`config.mk`:
```
export PLATFORM = sky130hd
export DESIGN_NAME = mecanum_wheel_mixer_unit
export DESIGN_NICKNAME = d
export VERILOG_FILES = /design/src/rtl/mwm_pkg.sv /design/src/rtl/mwm_cos.sv /design/src/rtl/mwm_div.sv /design/src/rtl/mecanum_wheel_mixer_unit.sv
export SDC_FILE = /design/constraint.sdc
export NUM_CORES = 2
export LEC_CHECK = 0
export BUFFER_PORTS_ARGS = -buffer_cell sky130_fd_sc_hd__buf_2
export CORE_MARGIN = 2
export CORE_UTILIZATION = 50
export CTS_BUF_LIST = sky130_fd_sc_hd__clkbuf_4 sky130_fd_sc_hd__clkbuf_8
export CTS_CLUSTER_SIZE = 16
export DETAILED_ROUTE_END_ITERATION = 16
export GPL_TIMING_DRIVEN = 0
export PLACE_DENSITY = 0.68
export SLEW_MARGIN = 20
export SYNTH_ARGS = -nofsm -noshare
export SYNTH_HDL_FRONTEND = slang
export SYNTH_SLANG_ARGS = --single-unit
```
`constraint.sdc`:
```
create_clock -name i_clk -period 8 [get_ports i_clk]
set_input_delay 0.4 -clock i_clk [delete_from_list [all_inputs] [get_ports i_clk]]
set_output_delay 0.4 -clock i_clk [all_outputs]
set_load 0.01 [all_outputs]
```
`src/rtl/mwm_pkg.sv`:
```
// Shared constants for the mecanum wheel mixer: default parameters, phase
// constants and the quarter-wave cosine table.
// No dependencies.
package mwm_pkg;

    localparam int CMD_LIMIT  = 127;
    localparam int ANGLE_BITS = 16;

    localparam int PHASE_BITS = 16;
    localparam int SPEED_W    = 16;
    localparam int CMD_W      = 8;
    localparam int COS_W      = 17;
    localparam int COS_SHIFT  = 15;
    localparam int SEG_BITS   = 10;
    localparam int WHEELS     = 4;

    localparam logic [PHASE_BITS-1:0] EIGHTH_TURN  = 16'h2000;
    localparam logic [14:0]           QUARTER_TURN = 15'h4000;

    localparam int COS_POINTS = 17;
    localparam logic [15:0] COS_TBL [0:COS_POINTS-1] = '{
        16'd32767, 16'd32610, 16'd32138, 16'd31357, 16'd30274, 16'd28899,
        16'd27246, 16'd25330, 16'd23170, 16'd20788, 16'd18205, 16'd15447,
        16'd12540, 16'd9512,  16'd6393,  16'd3212,  16'd0
    };

endpackage

```
`src/rtl/mwm_cos.sv`:
```
// Two-stage Q1.15 cosine of a 16-bit phase: quadrant fold and table lookup,
// then linear interpolation and sign. Depends on mwm_pkg.
module mwm_cos (
    input  logic                                i_clk,
    input  logic [mwm_pkg::PHASE_BITS-1:0]      i_phase,
    output logic signed [mwm_pkg::COS_W-1:0]    o_cos
);

    logic [14:0] arg;
    logic [4:0]  idx;
    logic [4:0]  nxt;
    logic [15:0] n_base;
    logic [11:0] n_diff;
    logic [15:0] diff_full;

    logic [15:0]                       r_base;
    logic [11:0]                       r_diff;
    logic [mwm_pkg::SEG_BITS-1:0]      r_frac;
    logic                              r_neg;
    logic signed [mwm_pkg::COS_W-1:0]  r_cos;

    logic [21:0]                       slope;
    logic [15:0]                       mag;

    // Quadrants one and three run the table backwards.
    always_comb begin
        if (i_phase[14]) begin
            arg = mwm_pkg::QUARTER_TURN - {1'b0, i_phase[13:0]};
        end else begin
            arg = {1'b0, i_phase[13:0]};
        end
        idx = arg[14:10];
        nxt = idx + 5'd1;
        diff_full = '0;
        if (idx == 5'd16) begin
            n_base = '0;
            n_diff = '0;
        end else begin
            n_base = mwm_pkg::COS_TBL[idx];
            diff_full = mwm_pkg::COS_TBL[idx] - mwm_pkg::COS_TBL[nxt];
            n_diff = diff_full[11:0];
        end
    end

    always_ff @(posedge i_clk) begin
        r_base <= n_base;
        r_diff <= n_diff;
        r_frac <= arg[mwm_pkg::SEG_BITS-1:0];
        r_neg  <= i_phase[15] ^ i_phase[14];
    end

    assign slope = 22'(r_diff) * 22'(r_frac);
    assign mag   = r_base - 16'(slope >> mwm_pkg::SEG_BITS);

    always_ff @(posedge i_clk) begin
        if (r_neg) begin
            r_cos <= -$signed({1'b0, mag});
        end else begin
            r_cos <= $signed({1'b0, mag});
        end
    end

    assign o_cos = r_cos;

endmodule

```
`src/rtl/mwm_div.sv`:
```
// Pipelined restoring divider for the four wheel lanes, one quotient bit per
// stage, shared divisor. Depends on mwm_pkg.
module mwm_div #(
    parameter int NW = 15,
    parameter int DW = 8,
    parameter int QW = 7,
    parameter int SW = 5
) (
    input  logic                                   i_clk,
    input  logic                                   i_rst_n,
    input  logic                                   i_valid,
    input  logic [mwm_pkg::WHEELS-1:0][NW-1:0]     i_num,
    input  logic [DW-1:0]                          i_den,
    input  logic [SW-1:0]                          i_side,
    output logic                                   o_valid,
    output logic [mwm_pkg::WHEELS-1:0][QW-1:0]     o_quo,
    output logic [SW-1:0]                          o_side
);

    localparam int RN = (QW > 1) ? QW - 1 : 1;

    logic                                  r_vld  [0:QW-1];
    logic [mwm_pkg::WHEELS-1:0][QW-1:0]    r_quo  [0:QW-1];
    logic [SW-1:0]                         r_side [0:QW-1];
    logic [mwm_pkg::WHEELS-1:0][NW-1:0]    r_rem  [0:RN-1];
    logic [DW-1:0]                         r_den  [0:RN-1];

    for (genvar s = 0; s < QW; s++) begin : g_stage
        localparam int B = QW - 1 - s;

        logic [mwm_pkg::WHEELS-1:0][NW-1:0] a_rem;
        logic [mwm_pkg::WHEELS-1:0][NW-1:0] n_rem;
        logic [mwm_pkg::WHEELS-1:0][QW-1:0] a_quo;
        logic [mwm_pkg::WHEELS-1:0][QW-1:0] n_quo;
        logic [DW-1:0]                      a_den;
        logic [SW-1:0]                      a_side;
        logic                               a_vld;
        logic [NW-1:0]                      den_sh;

        if (s == 0) begin : g_first
            assign a_rem  = i_num;
            assign a_quo  = '0;
            assign a_den  = i_den;
            assign a_side = i_side;
            assign a_vld  = i_valid;
        end else begin : g_next
            assign a_rem  = r_rem[s-1];
            assign a_quo  = r_quo[s-1];
            assign a_den  = r_den[s-1];
            assign a_side = r_side[s-1];
            assign a_vld  = r_vld[s-1];
        end

        assign den_sh = NW'(a_den) << B;

        always_comb begin
            n_rem = a_rem;
            n_quo = a_quo;
            for (int k = 0; k < mwm_pkg::WHEELS; k++) begin
                if (a_rem[k] >= den_sh) begin
                    n_rem[k]    = a_rem[k] - den_sh;
                    n_quo[k][B] = 1'b1;
                end
            end
        end

        always_ff @(posedge i_clk) begin
            if (!i_rst_n) begin
                r_vld[s] <= 1'b0;
            end else begin
                r_vld[s] <= a_vld;
            end
        end

        always_ff @(posedge i_clk) begin
            r_quo[s]  <= n_quo;
            r_side[s] <= a_side;
        end

        // The last stage only needs its quotient bit, not the remainder.
        if (s < QW - 1) begin : g_carry
            always_ff @(posedge i_clk) begin
                r_rem[s] <= n_rem;
                r_den[s] <= a_den;
            end
        end
    end

    assign o_valid = r_vld[QW-1];
    assign o_quo   = r_quo[QW-1];
    assign o_side  = r_side[QW-1];

endmodule

```
`src/rtl/mecanum_wheel_mixer_unit.sv`:
```
// Mecanum wheel mixer: heading, speed and rotation in, four scaled wheel
// commands out. Results pass through the cosine, multiply, mixing and max
// stages, one divider stage per quotient bit and an output register. A new
// transaction is taken every cycle; busy is high only during reset and the
// cycle after it. Reset clears all valid bits, so no result is issued for a
// transaction in flight when reset is applied.
module mecanum_wheel_mixer_unit #(
    parameter int CMD_LIMIT  = mwm_pkg::CMD_LIMIT,
    parameter int ANGLE_BITS = mwm_pkg::ANGLE_BITS
) (
    input  logic                                i_clk,
    input  logic                                i_rst_n,
    input  logic                                start,
    output logic                                busy,
    input  logic [ANGLE_BITS-1:0]               i_heading_angle,
    input  logic signed [mwm_pkg::SPEED_W-1:0]  i_drive_speed,
    input  logic signed [mwm_pkg::SPEED_W-1:0]  i_turn_rate,
    input  logic                                i_no_ramp,
    output logic                                o_result_valid,
    output logic signed [mwm_pkg::CMD_W-1:0]    o_front_right_cmd,
    output logic signed [mwm_pkg::CMD_W-1:0]    o_rear_right_cmd,
    output logic signed [mwm_pkg::CMD_W-1:0]    o_front_left_cmd,
    output logic signed [mwm_pkg::CMD_W-1:0]    o_rear_left_cmd,
    output logic                                o_no_ramp_out
);

    localparam int LW  = $clog2(CMD_LIMIT + 1);
    localparam int MW  = LW + 1;
    localparam int WW  = LW + 2;
    localparam int PW  = LW + 1 + mwm_pkg::COS_W;
    localparam int NW  = MW + LW;
    localparam int SW  = mwm_pkg::WHEELS + 1;
    localparam int LAT = 7 + LW;
    localparam int NWH = mwm_pkg::WHEELS;

    function automatic logic signed [LW:0] clamp_cmd(input logic signed [15:0] v);
        logic signed [16:0] lim;
        logic signed [16:0] res;
        lim = 17'(CMD_LIMIT);
        if (v > lim) begin
            res = lim;
        end else if (v < -lim) begin
            res = -lim;
        end else begin
            res = 17'(v);
        end
        return (LW + 1)'(res);
    endfunction

    // Ready is registered and comes up in the cycle after reset is released.
    logic r_rdy;
    logic accept;

    always_ff @(posedge i_clk) begin
        if (!i_rst_n) begin
            r_rdy <= 1'b0;
        end else begin
            r_rdy <= 1'b1;
        end
    end

    assign busy   = !r_rdy;
    assign accept = start && r_rdy;

    // Phase alignment and the two diagonal phases.
    logic [mwm_pkg::PHASE_BITS-1:0] phase;
    logic [mwm_pkg::PHASE_BITS-1:0] ph_r;
    logic [mwm_pkg::PHASE_BITS-1:0] ph_l;

    if (ANGLE_BITS >= mwm_pkg::PHASE_BITS) begin : g_phase_cut
        assign phase = i_heading_angle[ANGLE_BITS-1 -: mwm_pkg::PHASE_BITS];
    end else begin : g_phase_pad
        assign phase = {i_heading_angle, {(mwm_pkg::PHASE_BITS - ANGLE_BITS){1'b0}}};
    end

    assign ph_r = phase + mwm_pkg::EIGHTH_TURN;
    assign ph_l = phase - mwm_pkg::EIGHTH_TURN;

    logic signed [mwm_pkg::COS_W-1:0] cos_r;
    logic signed [mwm_pkg::COS_W-1:0] cos_l;

    mwm_cos u_cos_right (
        .i_clk   (i_clk),
        .i_phase (ph_r),
        .o_cos   (cos_r)
    );

    mwm_cos u_cos_left (
        .i_clk   (i_clk),
        .i_phase (ph_l),
        .o_cos   (cos_l)
    );

    // Stages 1 and 2: clamped speed and rotation ride alongside the cosine.
    logic               r_v1, r_v2, r_v3, r_v4, r_v5, r_v6;
    logic signed [LW:0] r_spd1, r_spd2, r_rot1, r_rot2, r_rot3;
    logic               r_nr1, r_nr2, r_nr3, r_nr4, r_nr5, r_nr6;

    // Stage 3 products, stage 4 wheels, stage 5 magnitudes, stage 6 numerators.
    logic signed [PW-1:0] r_prod_r, r_prod_l;
    logic signed [WW-1:0] r_whl [0:NWH-1];
    logic [MW-1:0]        r_mag [0:NWH-1];
    logic [NWH-1:0]       r_sgn5, r_sgn6;
    logic [MW-1:0]        r_max, r_den;
    logic [NWH-1:0][NW-1:0] r_num;

    always_ff @(posedge i_clk) begin
        if (!i_rst_n) begin
            r_v1 <= 1'b0;
            r_v2 <= 1'b0;
            r_v3 <= 1'b0;
            r_v4 <= 1'b0;
            r_v5 <= 1'b0;
            r_v6 <= 1'b0;
        end else begin
            r_v1 <= accept;
            r_v2 <= r_v1;
            r_v3 <= r_v2;
            r_v4 <= r_v3;
            r_v5 <= r_v4;
            r_v6 <= r_v5;
        end
    end

    always_ff @(posedge i_clk) begin
        r_spd1 <= clamp_cmd(i_drive_speed);
        r_rot1 <= clamp_cmd(i_turn_rate);
        r_nr1  <= i_no_ramp;
        r_spd2 <= r_spd1;
        r_rot2 <= r_rot1;
        r_nr2  <= r_nr1;
        r_prod_r <= PW'(r_spd2) * PW'(cos_r);
        r_prod_l <= PW'(r_spd2) * PW'(cos_l);
        r_rot3 <= r_rot2;
        r_nr3  <= r_nr2;
    end

    // Stage 4: Q15 product truncated toward zero, then the rotation mix.
    logic [PW-1:0]      pa_r, pa_l;
    logic [LW-1:0]      dm_r, dm_l;
    logic signed [LW:0] diag_r, diag_l;

    always_comb begin
        pa_r = r_prod_r[PW-1] ? PW'(-r_prod_r) : PW'(r_prod_r);
        pa_l = r_prod_l[PW-1] ? PW'(-r_prod_l) : PW'(r_prod_l);
        dm_r = LW'(pa_r >> mwm_pkg::COS_SHIFT);
        dm_l = LW'(pa_l >> mwm_pkg::COS_SHIFT);
        diag_r = r_prod_r[PW-1] ? -$signed({1'b0, dm_r}) : $signed({1'b0, dm_r});
        diag_l = r_prod_l[PW-1] ? -$signed({1'b0, dm_l}) : $signed({1'b0, dm_l});
    end

    always_ff @(posedge i_clk) begin
        r_whl[0] <= WW'(diag_r) + WW'(r_rot3);
        r_whl[1] <= WW'(diag_l) + WW'(r_rot3);
        r_whl[2] <= WW'(diag_l) - WW'(r_rot3);
        r_whl[3] <= WW'(diag_r) - WW'(r_rot3);
        r_nr4    <= r_nr3;
    end

    // Stage 5: magnitudes and the largest one, never below the limit. Dividing
    // by the limit itself then leaves an unscaled wheel unchanged.
    logic [MW-1:0]  n_mag [0:NWH-1];
    logic [NWH-1:0] n_sgn;
    logic [MW-1:0]  m01, m23, m03, n_max;

    always_comb begin
        for (int k = 0; k < NWH; k++) begin
            n_sgn[k] = r_whl[k][WW-1];
            n_mag[k] = n_sgn[k] ? MW'(-r_whl[k]) : MW'(r_whl[k]);
        end
        m01   = (n_mag[0] > n_mag[1]) ? n_mag[0] : n_mag[1];
        m23   = (n_mag[2] > n_mag[3]) ? n_mag[2] : n_mag[3];
        m03   = (m01 > m23) ? m01 : m23;
        n_max = (m03 > MW'(CMD_LIMIT)) ? m03 : MW'(CMD_LIMIT);
    end

    always_ff @(posedge i_clk) begin
        for (int k = 0; k < NWH; k++) begin
            r_mag[k] <= n_mag[k];
        end
        r_sgn5 <= n_sgn;
        r_max  <= n_max;
        r_nr5  <= r_nr4;
    end

    always_ff @(posedge i_clk) begin
        for (int k = 0; k < NWH; k++) begin
            r_num[k] <= NW'(r_mag[k]) * NW'(CMD_LIMIT);
        end
        r_den  <= r_max;
        r_sgn6 <= r_sgn5;
        r_nr6  <= r_nr5;
    end

    logic                     dv_vld;
    logic [NWH-1:0][LW-1:0]   dv_quo;
    logic [SW-1:0]            dv_side;

    mwm_div #(
        .NW (NW),
        .DW (MW),
        .QW (LW),
        .SW (SW)
    ) u_div (
        .i_clk   (i_clk),
        .i_rst_n (i_rst_n),
        .i_valid (r_v6),
        .i_num   (r_num),
        .i_den   (r_den),
        .i_side  ({r_sgn6, r_nr6}),
        .o_valid (dv_vld),
        .o_quo   (dv_quo),
        .o_side  (dv_side)
    );

    // Output stage: restore signs and fit the command width.
    logic signed [LW:0]               res [0:NWH-1];
    logic signed [mwm_pkg::CMD_W-1:0] r_cmd [0:NWH-1];
    logic                             r_ovld;
    logic                             r_onr;

    always_comb begin
        for (int k = 0; k < NWH; k++) begin
            if (dv_side[k + 1]) begin
                res[k] = -$signed({1'b0, dv_quo[k]});
            end else begin
                res[k] = $signed({1'b0, dv_quo[k]});
            end
        end
    end

    always_ff @(posedge i_clk) begin
        if (!i_rst_n) begin
            r_ovld <= 1'b0;
        end else begin
            r_ovld <= dv_vld;
        end
    end

    always_ff @(posedge i_clk) begin
        for (int k = 0; k < NWH; k++) begin
            r_cmd[k] <= mwm_pkg::CMD_W'(res[k]);
        end
        r_onr <= dv_side[0];
    end

    assign o_result_valid    = r_ovld;
    assign o_front_right_cmd = r_cmd[0];
    assign o_rear_right_cmd  = r_cmd[1];
    assign o_front_left_cmd  = r_cmd[2];
    assign o_rear_left_cmd   = r_cmd[3];
    assign o_no_ramp_out     = r_onr;

    // Every accepted transaction produces its result a fixed time later.
    a_fixed_latency: assert property (@(posedge i_clk) disable iff (!i_rst_n)
        accept |-> ##LAT o_result_valid)
        else $error("result strobe missing after fixed latency");

    // A result is never issued without a transaction behind it.
    a_no_spurious: assert property (@(posedge i_clk) disable iff (!i_rst_n)
        o_result_valid |-> $past(accept, LAT))
        else $error("result strobe without an accepted transaction");

    // Scaling never pushes a wheel past the limit.
    a_quo_bound: assert property (@(posedge i_clk) disable iff (!i_rst_n)
        dv_vld |-> (dv_quo[0] <= CMD_LIMIT && dv_quo[1] <= CMD_LIMIT &&
                    dv_quo[2] <= CMD_LIMIT && dv_quo[3] <= CMD_LIMIT))
        else $error("wheel command magnitude above limit");

endmodule

```
* After elaboration in Yosys (flattened, before gate mapping)
Memory sizes are Yosys's and may differ from the RTL's. A register that Yosys moved wholly into a read port is not among the register bits.
Cells that the tools add are included.
** Word-level totals
- Bits in registers :: 300
- Bits in writable memories :: 746
- Memory bits (read-only) :: 2048
- Input bits :: 52
- Output and inout bits :: 35
- Logic and storage cells :: 265
- Memories kept :: 12
** Operators by class
- $add $sub $neg :: 52
- Multipliers :: 8
- Order comparisons :: 40
- Equality and inequality tests :: 2
- Mux-type cells :: 90
- Bitwise logic cells :: 13
- Reductions and logical operators :: 5
** Memories
- (name not given) :: words 32, width 16, rd ports 1, clocked after Yosys merged registers in 0, wr ports 0, RTL line mwm_cos.sv:39 : n_base = mwm_pkg::COS_TBL[idx];
- (name not given) :: words 32, width 16, rd ports 1, clocked after Yosys merged registers in 0, wr ports 0, RTL line mwm_cos.sv:40 : diff_full = mwm_pkg::COS_TBL[idx] - mwm_pkg::COS_TBL[nxt];
- (name not given) :: words 32, width 16, rd ports 1, clocked after Yosys merged registers in 0, wr ports 0, RTL line mwm_cos.sv:39
- (name not given) :: words 32, width 16, rd ports 1, clocked after Yosys merged registers in 0, wr ports 0, RTL line mwm_cos.sv:40
- u_div.r_rem :: words 6, width 60, rd ports 6, clocked after Yosys merged registers in 0, wr ports 6, RTL line mwm_div.sv:25 : logic [mwm_pkg::WHEELS-1:0][NW-1:0] r_rem [0:RN-1];
- u_div.r_quo :: words 7, width 28, rd ports 7, clocked after Yosys merged registers in 0, wr ports 7, RTL line mwm_div.sv:23 : logic [mwm_pkg::WHEELS-1:0][QW-1:0] r_quo [0:QW-1];
- +6 memories
** Operator list (count)
- 2-to-1 mux 15 bit :: 26
- 2-to-1 mux 8 bit :: 15
- 2-to-1 mux 16 bit :: 6
- greater-or-equal comparator 15 x 10 -> 1 bit :: 4
- greater-or-equal comparator 15 x 11 -> 1 bit :: 4
- greater-or-equal comparator 15 x 12 -> 1 bit :: 4
- greater-or-equal comparator 15 x 13 -> 1 bit :: 4
- greater-or-equal comparator 15 x 14 -> 1 bit :: 4
- greater-or-equal comparator 15 x 8 -> 1 bit :: 4
- greater-or-equal comparator 15 x 9 -> 1 bit :: 4
- multiplier 8 x 7 -> 15 bit (second input constant) :: 4
- subtractor 15 x 10 -> 15 bit :: 4
- subtractor 15 x 11 -> 15 bit :: 4
- subtractor 15 x 12 -> 15 bit :: 4
- subtractor 15 x 13 -> 15 bit :: 4
- subtractor 15 x 14 -> 15 bit :: 4
- subtractor 15 x 9 -> 15 bit :: 4
- multiplier 8 x 17 -> 25 bit :: 2
- 2-to-1 mux 12 bit :: 4
- negator 7 -> 8 bit :: 6
- multiplier 12 x 10 -> 22 bit :: 2
- 2-to-1 mux 22 bit :: 2
- negator 22 bit :: 2
- 2-to-1 mux 1 bit :: 37
- 22 further kinds :: 52

* Depth between registers and ports, before layout
- Depth in word-level cells :: 9
- Gate-level depth with buffers :: 32
- Mapped depth without buffers :: 31

* Hierarchy
Synthesis repeated with hierarchy kept, for this count alone.
** Second synthesis, totals
- Cells, all modules :: 6691
- Area, all modules :: 63842.5 sq um
** Modules (own cells, without submodules)
- mwm_div :: instances 1, cells an instance 2497, area each 24821.3 sq um, sequential area each 11250.8 sq um
- mecanum_wheel_mixer_unit :: instances 1, cells an instance 2460, area each 24169.4 sq um, sequential area each 5585.4 sq um
- mwm_cos at u_cos_left :: instances 1, cells an instance 865, area each 7449.6 sq um, sequential area each 1101.1 sq um
- mwm_cos at u_cos_right :: instances 1, cells an instance 869, area each 7402.1 sq um, sequential area each 1101.1 sq um

* Worst setup path after synthesis
Ideal clock, no wire load.
- Kind :: reg-to-reg
- From :: register u_cos_left.r_frac[3] (netlist name)
- To :: register u_cos_left.r_cos (netlist bit u_cos_left.o_cos[16])
- Library setup time :: 125 ps
- Arrival time :: 7378 ps
- Data required time :: 7875 ps
- Path slack :: 497 ps
- Stages on the path, launching flop included :: 30
- Path buffers :: 2
- Period minus slack after synthesis :: 7503 ps
- Path through :: dfxtp_1 -> clkbuf_1 -> nand2_1 -> fa_1 -> inv_1 -> fa_1 -> inv_1 -> fa_1 -> inv_1 -> fa_1 -> inv_1 -> fa_1 -> inv_1 -> ha_1 -> nor2_1 -> or4b_1 -> o221ai_1 -> o21ai_0 -> o21ai_1 -> o21ai_1 -> a2111oi_0 -> o31a_1 -> xnor2_1 -> ha_1 -> clkbuf_1 -> nand3_1 -> o21ai_1 -> o221ai_1 -> or3_1 -> o41a_1
** On the way
- Word-level cells in the longest chain between the ends :: 3
** RTL lines
- start, declared :: RTL line mwm_cos.sv:18 : logic [mwm_pkg::SEG_BITS-1:0] r_frac;
- start signal, assigned :: RTL line mwm_cos.sv:48 : r_frac <= arg[mwm_pkg::SEG_BITS-1:0];
- multiplier 12 x 10 -> 22 bit :: RTL line mwm_cos.sv:52 : assign slope = 22'(r_diff) * 22'(r_frac);
- subtractor 16 x 12 -> 16 bit :: RTL line mwm_cos.sv:53 : assign mag = r_base - 16'(slope >> mwm_pkg::SEG_BITS);
- negator 16 -> 17 bit :: RTL line mwm_cos.sv:57 : r_cos <= -$signed({1'b0, mag});
- end signal, assigned :: RTL line mwm_cos.sv:57
- end signal, assigned :: RTL line mwm_cos.sv:59 : r_cos <= $signed({1'b0, mag});
- end, declared :: RTL line mwm_cos.sv:20 : logic signed [mwm_pkg::COS_W-1:0] r_cos;
No other way between the ends.
A chain may end at the register's enable or synchronous reset.

* Final worst setup path
- From :: register u_cos_left.r_frac[7] (netlist name)
- To :: register u_cos_left.r_cos (netlist bit u_cos_left.o_cos[16])
Same word-level chain as after synthesis.

==> flow_metrics.tcl <==
set metrics [dict create \
    syn2layout_area_growth_pct 10.8 \
    wl_per_cell_um 16.1 \
    core_area_sq_um 123000 \
    status "complete, no violations" \
    nets 8090 \
    io_pins 87 \
    numCtsBuffers 156 \
    grt_usage_pct 21.9 \
    required_ns 8.73 \
    ys.flop_type "dfxtp_1" \
    clk-insertion-delay-late_ns 0.86 \
    clockBufferDepth 3 \
    routed_wirelength_um 138000 \
    maxCapViolCount 0 \
    cp_data_arrival_time_ns 8.42 \
    rows 129 \
    place_area_sq_um 64500 \
    final_antenna_net_count 0 \
    place_inst 8291 \
    final_hold_viol_count 0 \
    grt_pass1_vias 44955 \
    synth_cells 6574 \
    max_freq_mhz 130 \
    grt_pass1_wl_um 226000 \
    die-area_sq_um 127000 \
    cp-start-kind "flop" \
    end_kind "flop" \
    synth_edf_count 0 \
    vias 44673 \
    start_util_pct 50.3 \
    hpwl_um 111000 \
    worst_slew_pin_slew_ns 1.07 \
    htreeDepth 4 \
    finalSetupTns_ns 0 \
    place_congestion 0.913 \
    finalWorstPathRequiredPeriod_ns 7.69 \
    final_area_sq_um 68800 \
    first_pass_iters 5 \
    finClkSkew_ns 0.0406 \
    cp_max_fo 10 \
    drv_slew 0 \
    final-setup-viol-count 0 \
    final_common_cell "dfxtp_1" \
    final_cells 8607 \
    vias_per_cell 5.19 \
    setup.worst_path.class "reg2reg" \
    fin_crit_sh_pct 96.2 \
    cts.clk_slew.worst_paths_ns 0.06 \
    antenna_found_initial 7 \
    die_y_um 356 \
    yosysSeqAreaShare_pct 30.3 \
    ys_warn_count 0 \
    avgSynthCellArea_sq_um 9.44 \
    io_buffers 80 \
    first_iter_violations 2317 \
    cts_tree "yes" \
    drive_above_1_share_pct 7.56 \
    yosysUniqueCellTypes 91 \
    grt_overflow_total 0 \
    synth.ff_latch_count 938 \
    min_path_type "in2reg" \
    cts_root_buffer "clkbuf_8" \
    async_reset_ff_share_pct 0 \
    layout_common_cells "dfxtp_1 (920), inv_1 (852), ha_1 (687)" \
    drc 0 \
    max_slew_margin_pct 28.2 \
    die_x_um 356 \
    cts.sinks 938 \
    synth.cell_area_sq_um 62100 \
    grt_max_degree 17 \
    syn_nets 7815 \
]
-- cells by family (layout without fill, tap and decap cells) --
kind of cell | after synthesis | count (layout) | synth area share, %
AND/OR/NAND/NOR | 1858 | 1858 | 15.3
adder cells (fa/ha/maj) | 1189 | 1189 | 30.0
AO/OA/AOI/OAI | 1068 | 1068 | 10.8
buffers and inverters | 1004 | 1397 | 6.11
flip-flops | 938 | 938 | 30.3
XOR/XNOR | 454 | 454 | 6.46
multiplexers | 63 | 63 | 1.09
other | 0 | 3 | 0
-- sequential cells by signal (all words and copies together), names as in the netlist, 17 cells and up --
name               count
u_cos_left.o_cos      17
u_div.r_side          35
u_div.r_den           48
r_prod_r              23
r_mag                 30
u_cos_right.o_cos     17
r_cmd                 32
r_num                 58
u_div.r_rem          348
r_prod_l              23
r_whl                 34
u_div.r_quo          112
-- metrics by stage --
stage | hold slack (ns) | setup WS (ns) | util, %
floorplan | 0.310 | 0.497 | -
global placement | 0.310 | -0.493 | 52.2
detailed placement | 0.312 | -0.625 | 52.3
CTS | 0.0473 | 0.000862 | 55.5
global route | 0.145 | -0.00292 | 55.7
finish | 0.144 | 0.308 | 55.7
-- per-layer routing --
| layer | GRT usage, % | share of wire [%] |
|---|---|---|
| met5 | 0 | 0 |
| met4 | 8.10 | 2.9 |
| met3 | 3.72 | 4.6 |
| met2 | 35.9 | 46 |
| met1 | 29.0 | 46 |
-- path summary, 6_finish.rpt --
check / slack [ns] / from / end / cells past startpoint
setup / recovery: 0.31 / u_cos_left.r_frac[7]$_DFF_P_ / u_cos_left.o_cos[16]$_SDFF_PN0_ / 26
hold / removal: 0.14 / i_turn_rate[14] / r_rot1[3]$_SDFF_PP1_ / 4
setup reg to reg: 0.31 / u_cos_left.r_frac[7]$_DFF_P_ / u_cos_left.o_cos[16]$_SDFF_PN0_ / 26
hold reg to reg: 0.32 / u_div.r_quo[5][2]$_DFF_P_ / u_div.r_quo[6][2]$_DFF_P_ / 0
-- area by class of cell --
cell class	count	area [sq um]
Fill cell	10916	54700
Multi-Input combinational cell	4632	39700
Sequential cell	938	18800
Inverter	857	3220
Clock buffer	222	2810
Tap cell	1637	2050
Timing Repair Buffer	132	901
Clock inverter	54	717
Buffer	132	584
Antenna cell	3	7.51
-- Yosys cell counts, drive strengths merged, types with 37 or more instances --
library cell  instances  share of area, %
xor2                156               2.2
nand3                71              0.57
dfxtp               938                30
xnor2               298               4.3
mux2i                37              0.62
nor2b               108               1.1
a21o                111               1.3
a21oi               306               2.5
inv                 854               5.2
o21a                 44              0.53
nor4                 59              0.66
fa                  496                16
clkbuf              134              0.81
nand2               475               2.9
nor2                383               2.3
o21ai               283               2.3
nor3                 94              0.78
o31ai                54              0.66
nand4                66              0.68
ha                  693                14
nand2b              121               1.2
and2                332               3.3
-- critical path, cell delays in order (launching register included) --
cell and delay, ns:
dfxtp_2 0.38, buf_4 0.19, nand2_1 0.09, fa_1 0.51
fa_1 0.56, inv_1 0.06, fa_1 0.51, fa_1 0.55
inv_1 0.06, fa_1 0.53, inv_1 0.04, ha_1 0.24
or4b_4 0.55, o221ai_4 0.24, o21ai_2 0.11, o21ai_2 0.19
a21boi_1 0.12, o21a_1 0.20, or2_2 0.32, ha_2 0.39
and3_1 0.17, o311a_1 0.23, o22ai_4 0.13, o21ai_4 0.21
o221ai_2 0.14, or3_4 0.41, o41a_1 0.42
-- what timing repair did --
action / 4_1_cts / 5_1_grt
endpoints found under the hold margin: 51 / 0
pin swaps: 0 / 15
gates cloned: 0 / 0
endpoints found under the setup margin: 11 / 14
hold buffers: 44 / 0
gates resized for setup: 29 / 83
buffers inserted: 0 / 8
Power is not shown: default switching activity piles up to over one toggle a cycle in this logic, so the estimate is an artifact.
